$ cat src/rtl/core/sctg_pkg.sv
// ----------------------------------------------------------------------------
// sctg_pkg
// Shared types, register codes and the arithmetic helper of the shaped CW I/Q
// tone generator.
// ----------------------------------------------------------------------------
`default_nettype none

package sctg_pkg;

    localparam int unsigned WINDOW_DEPTH_DEF = 1024;

    localparam int unsigned CFG_IDX_W  = 3;
    localparam int unsigned CFG_DATA_W = 16;
    localparam int unsigned LEN_W      = 11;
    localparam int unsigned CNT_W      = 24;
    localparam int unsigned WVAL_W     = 15;
    localparam int unsigned WIDX_W     = 10;
    localparam int unsigned SMP_W      = 16;

    typedef enum logic [CFG_IDX_W-1:0] {
        CFG_VOLUME        = 3'd0,
        CFG_IQ_GAIN       = 3'd1,
        CFG_IQ_PHASE      = 3'd2,
        CFG_STEP_COS      = 3'd3,
        CFG_STEP_SIN      = 3'd4,
        CFG_WINDOW_LENGTH = 3'd5
    } t_cfg_idx;

    localparam logic [14:0]        VOLUME_RST   = 15'd32767;
    localparam logic signed [15:0] IQ_GAIN_RST  = 16'sd16384;
    localparam logic signed [15:0] IQ_PHASE_RST = 16'sd0;
    localparam logic signed [15:0] STEP_COS_RST = 16'sd32767;
    localparam logic signed [15:0] STEP_SIN_RST = 16'sd0;
    localparam logic [LEN_W-1:0]   WIN_LEN_RST  = '0;
    localparam logic signed [15:0] OSC_RE_RST   = 16'sd32767;
    localparam logic signed [15:0] OSC_IM_RST   = 16'sd0;

    typedef struct packed {
        logic [14:0]        volume;
        logic signed [15:0] iq_gain;
        logic signed [15:0] iq_phase;
        logic signed [15:0] step_cos;
        logic signed [15:0] step_sin;
        logic [LEN_W-1:0]   window_length;
    } t_cfg;

    typedef struct packed {
        logic              mode;
        logic [WIDX_W-1:0] window_index;
        logic [WVAL_W-1:0] window_value;
        logic [CNT_W-1:0]  add_samples;
    } t_in_req;

    typedef struct packed {
        logic signed [SMP_W-1:0] i_sample;
        logic signed [SMP_W-1:0] q_sample;
        logic                    tone_active;
    } t_out_rsp;

    function automatic logic signed [15:0] sat16(input logic signed [18:0] x);
        logic signed [15:0] r;
        if (x > 19'sd32767) begin
            r = 16'sd32767;
        end else if (x < -19'sd32768) begin
            r = -16'sd32768;
        end else begin
            r = x[15:0];
        end
        return r;
    endfunction

endpackage

`default_nettype wire

$ cat src/rtl/core/sctg_cfg_regs.sv
// ----------------------------------------------------------------------------
// sctg_cfg_regs
// Configuration register file, written by index through the config channel.
// ----------------------------------------------------------------------------
`default_nettype none

module sctg_cfg_regs (
    input  wire logic                            i_clk,
    input  wire logic                            i_rst_n,
    input  wire logic                            i_we,
    input  wire logic [sctg_pkg::CFG_IDX_W-1:0]  i_index,
    input  wire logic [sctg_pkg::CFG_DATA_W-1:0] i_data,
    output sctg_pkg::t_cfg                       o_cfg
);
    import sctg_pkg::*;

    t_cfg r_cfg;

    always_ff @(posedge i_clk) begin
        if (!i_rst_n) begin
            r_cfg.volume        <= VOLUME_RST;
            r_cfg.iq_gain       <= IQ_GAIN_RST;
            r_cfg.iq_phase      <= IQ_PHASE_RST;
            r_cfg.step_cos      <= STEP_COS_RST;
            r_cfg.step_sin      <= STEP_SIN_RST;
            r_cfg.window_length <= WIN_LEN_RST;
        end else if (i_we) begin
            case (i_index)
                CFG_VOLUME:        r_cfg.volume        <= i_data[14:0];
                CFG_IQ_GAIN:       r_cfg.iq_gain       <= $signed(i_data);
                CFG_IQ_PHASE:      r_cfg.iq_phase      <= $signed(i_data);
                CFG_STEP_COS:      r_cfg.step_cos      <= $signed(i_data);
                CFG_STEP_SIN:      r_cfg.step_sin      <= $signed(i_data);
                CFG_WINDOW_LENGTH: r_cfg.window_length <= i_data[LEN_W-1:0];
                default: begin
                end
            endcase
        end
    end

    assign o_cfg = r_cfg;

endmodule

`default_nettype wire

$ cat config.mk
export PLATFORM = sky130hd
export DESIGN_NAME = sctg_cfg_regs
export DESIGN_NICKNAME = d
export VERILOG_FILES = /design/src/rtl/core/sctg_pkg.sv /design/src/rtl/core/sctg_cfg_regs.sv
export SDC_FILE = /design/constraint.sdc
export NUM_CORES = 1
export LEC_CHECK = 0
export BUFFER_PORTS_ARGS = -buffer_cell sky130_fd_sc_hd__buf_2
export CAP_MARGIN = 40
export CORE_UTILIZATION = 30
export DETAILED_ROUTE_END_ITERATION = 6
export GPL_TIMING_DRIVEN = 1
export PLACE_DENSITY = 0.51
export SYNTH_ARGS = -nofsm -noshare
export SYNTH_HDL_FRONTEND = slang
export SYNTH_SLANG_ARGS = --single-unit
$ cat constraint.sdc
create_clock -name i_clk -period 2.1 [get_ports i_clk]
set_clock_uncertainty 0.05 [all_clocks]
set_input_delay 0.21 -clock i_clk [delete_from_list [all_inputs] [get_ports i_clk]]
set_output_delay 0.21 -clock i_clk [all_outputs]
set_load 0.005 [all_outputs]
==> metrics.csv, run 1 <==
stage,metric,value,unit
status,status,finished clean,
power_and_ir_drop,Pint,2.70,mW
sta,RSZ-0062 raised after global routing,no,
cts,hold_buf cts,0,
grt,grt peak-use layer,met2,
die,initial core utilization,31.4,%
layout,share of layout cells above drive strength 1,30.6,%
grt,largest net degree at the start of global routing,49,
synthesis,Post-synth EDFFs,0,
power_and_ir_drop,power density cells,796,mW/mm2
cts,TritonCTS Buffers,9,
sta,Setup WS post-layout,0.732,ns
sta,final critical-path share of the clock period,65.1,%
critical_path,worst path bufs/invs,1,
synthesis,sequential area share after synthesis,52.0,%
cts,Setup Buffers After CTS,0,
drt,WL final,8500,um
power_and_ir_drop,peak supply drop,349,uV
critical_path,slowest CP cell,or4b_1,
sta,max_slew headroom,47.3,%
placement,I/O Buffers,111,
synthesis,simple-gate share of the synthesized area,18.7,%
grt,grt met3 use,4.15,%
drt,WL/cell,14.6,um
synthesis,Syn Nets,355,
critical_path,CP peak stage delay,0.91,ns
drt,DRT Pass-1 Iters,4,
synthesis,"flops & latches, synth",90,
layout,Reg area,0.00180,mm2
die,Die H,109,um
sta,final hold slack,0.116,ns
synthesis,Synth top area share,52.0,%
synthesis,Yosys cell types,15,
grt,total grt overflow,0,
die,Ports,112,
grt,GR Util met2,23.7,%
synthesis,largest family of logic cells by synthesized area,multiplexers,
critical_path,CP cell instances,"buf_2, or4b_1, mux2i_1",
grt,Total Routing Usage GR,14.4,%
flow_run,max cap viols,0,
critical_path,worst path arrival time,1.50,ns
drt,Vias/cell,4.50,
synthesis,mapped cell area,0.00346,mm2
cts,CTS root buffer,clkbuf_16,
layout,Layout Area Growth over Synthesis,28.8,%
power_and_ir_drop,switching pwr,0.849,mW
critical_path,critical path class,in -> reg,
layout,multi-input logic area,0.00156,mm2
power_and_ir_drop,LEAKAGE,2.20,nW
critical_path,cell family with the largest share of critical-path delay,simple AND/OR/NAND/NOR gates,
synthesis,Synth Area in XOR/XNOR,0,%
sta,Max Clock Freq,0.731,GHz
die,Die ar.,0.0120,mm2
layout,max FFs per register,90,
power_and_ir_drop,Clock power frac,43.5,%
grt,initial antenna violation count,0,
synthesis,ys flop type,dfxtp_1,
drt,Detail Route Antenna Nets,0,
cts,Sink Count,90,
synthesis,synth cell count leaders,"90 x dfxtp_1, 90 x mux2i_1, 75 x nand2_1",
layout,# fillers,1129,
die,core area,0.0110,mm2
synthesis,complex-gate fraction of the synthesized area,0,%
critical_path,CP endpoint kind,flop,
power_and_ir_drop,switching part of the total,23.9,%
sta,"Hold Vio Cnt, Final",0,
min_path,worst hold path class,in -> reg,
cts,Resize count post-CTS,0,
layout,Antenna Cells,0,
sta,Final setup viols,0,
placement,DP HPWL,6060,um
grt,grt met1 use,17.6,%
cts,TritonCTS clock tree,built,
cts,Longest Clk Path Bufs,2,
die,die width,109,um
sta,worst slew pin tran,0.791,ns
synthesis,Post-synth ARST share,0,%
grt,vias in the first global route,2486,
power_and_ir_drop,Combinational Power Share,6.8,%
drt,initial drt markers,84,
synthesis,Syn Area/Cell,10.4,um2
power_and_ir_drop,sequential power share,49.7,%
critical_path,Setup crit start kind,primary input,
drt,total number of vias,2626,
synthesis,Syn Inst Count,333,
sta,fin crit period,1.37,ns
cts,Skew-Pair Late Insertion Delay,0.33,ns
cts,"CTS clk-pin slew, worst paths",0.07,ns
cts,CTS H-tree depth,3,
placement,Place WS,0.371,ns
synthesis,Ys Warns,0,
sta,final setup TNS,0,ns
sta,max-slew violations,0,
synthesis,post-synthesis mux area share,26.0,%
placement,Placer Congestion,0.744,
synthesis,Area contributors post-synth,"dfxtp_1 52%, mux2i_1 26%, nor2b_1 8.3%",
die,# rows,38,
grt,first-pass GRT wire length,12900,um
synthesis,Post-Synth Adder-Cell Area,0,%
critical_path,critical path data required time,2.23,ns
drt,DRC Markers,0,
critical_path,crit-path max FO,13,
synthesis,leading area contributor after synthesis,dfxtp_1,
layout,Final nets,461,
## cells in the final DEF (no fill, tap or decap)
master      count
nor4bb_4        1
nand4b_1        2
inv_6           3
nand4bb_1       2
or4b_1          1
dfxtp_1        90
clkinvlp_4      1
clkinv_4        1
buf_12          1
clkbuf_8        1
buf_4           8
clkbuf_16       9
clkinv_2        1
and4b_1         1
buf_2         110
nor4b_1         1
nand2_1        75
nor2b_1        46
mux2i_1        90
## metrics by stage
step	std cells	instance area [um2]	total power, mW	utilization, %
2_1_floorplan	333	3460	1.94	-
5_1_grt	584	4460	3.70	40.4
6_report	584	4460	3.55	40.4
3_3_place_gp	568	4170	2.05	37.8
4_1_cts	584	4460	3.60	40.4
3_5_place_dp	568	4170	2.05	37.8
## path summary, 6_finish.rpt
path	start	to	slack, ns	cells after the start
worst max-delay path	i_index[1]	o_cfg[89]	0.73	3
worst min-delay path	i_data[7]	o_cfg[82]	0.12	3
worst max register to register	o_cfg[89]	o_cfg[89]	1.39	2
worst min register to register	o_cfg[63]	o_cfg[63]	0.41	2
## power by group through the flow
stage	registers, mW	logic, mW	clock network (mW)
2_1_floorplan	1.80	0.131	0
3_3_place_gp	1.80	0.243	0
3_5_place_dp	1.80	0.248	0
4_1_cts	1.76	0.248	1.59
5_1_grt	1.77	0.268	1.66
6_report	1.76	0.243	1.54
## final cells by class
class	count	area share [%]
Sequential cell	90	40.4
Multi-Input combinational cell	219	35.1
Timing Repair Buffer	119	14.1
Tap cell	140	3.93
Clock inverter	6	1.07
Clock buffer	10	5.36
## kinds of logic (layout without fill, tap and decap cells)
kind of cell           Yosys count  count (layout)
buffers and inverters           24             135
flip-flops                      90              90
multiplexers                    90              90
AND/OR/NAND/NOR                129             129
## worst min-delay path, stage by stage
cell,delay (ns)
buf_2,0.09
nor2b_1,0.05
mux2i_1,0.11
## layer usage
metal / vias up / share of wire (%)
li1: 1319 / -
met1: 1222 / 46
met2: 76 / 46
met3: 9 / 7.0
met4: 0 / 1.1
met5: - / 0
(Power assumes the default switching activity.)
==> run 2: changes to the inputs <==
clock period = 1.3 ns   (was 2.1 ns; I/O delays follow)
==> metrics.csv, run 2 (synthesis gave the netlist of run 1 again) <==
stage,metric,value,unit,change
power_and_ir_drop,"Power, Total",5.77,mW,was 3.55 mW
layout,Layout Area Growth over Synthesis,31.9,%,was 28.8%
critical_path,RR Startpoint,o_cfg[82],,was o_cfg[89]
sta,"Hold Vio Cnt, Final",0,,unchanged
sta,final setup TNS,0,ns,unchanged
placement,Placer Congestion,0.764,,was 0.744
placement,DP HPWL,6110,um,was 6060 um
min_path,worst hold path class,in -> reg,,unchanged
layout,most frequent cells in the layout,"110 x buf_2, 90 x mux2i_1, 90 x dfxtp_1",,unchanged
drt,M1 WL,3860,um,was 3880 um
die,Die ar.,0.0120,mm2,unchanged
sta,Max Clock Freq,1.00,GHz,
layout,Final nets,467,,was 461
die,Ports,112,,unchanged
cts,hold_buf cts,0,,unchanged
placement,Place WS,-0.0371,ns,was 0.371 ns
grt,initial antenna violation count,0,,unchanged
critical_path,FF-to-FF End,o_cfg[82],,was o_cfg[89]
drt,metal2 WL,3950,um,was 3940 um
critical_path,Setup crit start kind,primary input,,unchanged
die,# rows,38,,unchanged
layout,max FFs per register,90,,unchanged
cts,CTS H-tree depth,3,,unchanged
power_and_ir_drop,power density cells,1260,mW/mm2,was 796 mW/mm2
cts,Sink Count,90,,unchanged
sta,Final setup viols,0,,unchanged
drt,WL final,8530,um,was 8500 um
power_and_ir_drop,sequential power share,49.4,%,was 49.7%
layout,"commonest non-fill, non-tap cell in the layout",buf_2,,unchanged
grt,vias in the first global route,2540,,"was 2,486"
sta,worst slew pin tran,0.376,ns,was 0.791 ns
cts,CTS root buffer,clkbuf_16,,unchanged
die,Die H,109,um,unchanged
power_and_ir_drop,LEAKAGE,2.25,nW,was 2.20 nW
drt,DRT Pass-1 Iters,4,,unchanged
status,status,finished clean,,unchanged
drt,initial drt markers,72,,was 84
critical_path,CP peak stage delay,0.54,ns,was 0.91 ns
cts,"CTS clk-pin slew, worst paths",0.06,ns,was 0.07 ns
power_and_ir_drop,Combinational Power Share,7.2,%,was 6.8%
cts,TritonCTS clock tree,built,,unchanged
grt,first-pass GRT wire length,13200,um,"was 12,900 um"
critical_path,critical path class,in -> reg,,unchanged
critical_path,slowest CP cell,or4b_1,,unchanged
drt,DRC Markers,0,,unchanged
die,initial core utilization,31.4,%,unchanged
critical_path,CP endpoint kind,flop,,unchanged
power_and_ir_drop,Clock power frac,43.4,%,was 43.5%
drt,Detail Route Antenna Nets,0,,unchanged
drt,WL/cell,14.5,um,was 14.6 um
sta,final critical-path share of the clock period,76.9,%,
power_and_ir_drop,switching pwr,1.38,mW,was 0.849 mW
min_path,Hold Startpoint,i_data[4],,was i_data[7]
critical_path,CP cell instances,"buf_2, or4b_1, buf_4, mux2i_1",,"was buf_2, or4b_1, mux2i_1"
critical_path,critical path data required time,1.46,ns,was 2.23 ns
die,die width,109,um,unchanged
sta,RSZ-0062 raised after global routing,no,,unchanged
critical_path,reg2reg setup slack,0.63,ns,was 1.39 ns
layout,# fillers,1129,,unchanged
sta,max-slew violations,0,,unchanged
layout,Finished Cell Area,0.00457,mm2,was 0.00446 mm2
grt,total grt overflow,0,,unchanged
flow_run,max cap viols,0,,unchanged
layout,Antenna Cells,0,,unchanged
grt,largest net degree at the start of global routing,53,,was 49
power_and_ir_drop,peak supply drop,511,uV,was 349 uV
power_and_ir_drop,switching part of the total,23.9,%,about the same
cts,Longest Clk Path Bufs,2,,unchanged
cts,Resize count post-CTS,0,,unchanged
critical_path,cell family with the largest share of critical-path delay,simple AND/OR/NAND/NOR gates,,unchanged
placement,Placed Instance Area,0.00428,mm2,was 0.00417 mm2
critical_path,crit-path max FO,13,,unchanged
critical_path,cells on worst reg2reg path,2,,unchanged
cts,TritonCTS Buffers,9,,unchanged
layout,share of layout cells above drive strength 1,31.6,%,was 30.6%
placement,I/O Buffers,111,,unchanged
min_path,hold endpoint,o_cfg[79],,was o_cfg[82]
critical_path,Worst path depth,4,,was 3
sta,Setup WS post-layout,0.301,ns,was 0.732 ns
drt,met3 WL,579,um,was 597 um
cts,Skew-Pair Late Insertion Delay,0.33,ns,about the same
drt,top routing layer used,met4,,unchanged
sta,fin crit period,0.999,ns,
critical_path,Critical Path Source,i_index[1],,unchanged
drt,total number of vias,2638,,"was 2,626"
power_and_ir_drop,Pint,4.39,mW,was 2.70 mW
grt,Total Routing Usage GR,14.6,%,was 14.4%
min_path,WHS Path Cells,3,,unchanged
critical_path,worst path arrival time,1.16,ns,was 1.50 ns
sta,max_slew headroom,74.8,%,was 47.3%
drt,Vias/cell,4.47,,was 4.50
critical_path,worst path bufs/invs,2,,was 1
cts,Setup Buffers After CTS,0,,unchanged
die,core area,0.0110,mm2,unchanged
run 2: stage by stage:
| step | util (%) | cells | hold WS (ns) |
|---|---|---|---|
| 6_report | 41.4 | 590 | 0.0364 |
| 3_5_place_dp | 38.8 | 574 | 0.381 |
| 5_1_grt | 41.4 | 590 | 0.0347 |
| 3_3_place_gp | 38.8 | 574 | 0.365 |
| 4_1_cts | 41.4 | 590 | 0.0281 |
| 2_1_floorplan | - | 333 | 0.241 |
run 2: worst max-delay path by stage:
stage	endpoint
after global routing	o_cfg[4]
after CTS	o_cfg[82]
after global placement	o_cfg[89]
after floorplan	o_cfg[89]
after detailed placement	o_cfg[81]
final	o_cfg[87]
run 2: cell type report:
cell class	count	area [um2]	area share, %
well taps	140	175	3.83
clock buffers	10	239	5.23
repair buffers	125	738	16.2
flip-flops and latches	90	1800	39.4
clock inverters	6	50.0	1.10
multi-input cells	219	1560	34.2
run 2: power by group through the flow:
stage               combinational [mW]  clock [mW]  sequential [mW]
floorplan                        0.212           0             2.92
global placement                 0.421           0             2.91
detailed placement               0.425           0             2.91
CTS                              0.427        2.59             2.85
global route                     0.460        2.72             2.85
finish                           0.416        2.50             2.85
run 2: layer usage:
layer	vias to the layer above	track usage, %
li1	1322	-
met1	1229	18.1
met2	77	24.0
met3	10	3.91
met4	0	6.29
met5	-	0
run 2: worst register-to-register path, delay by kind of cell, from the launching register on:
kind	cells	cell delay [ns]
muxes	1	0.08
DFF	1	0.32
and+or+nand+nor	1	0.11
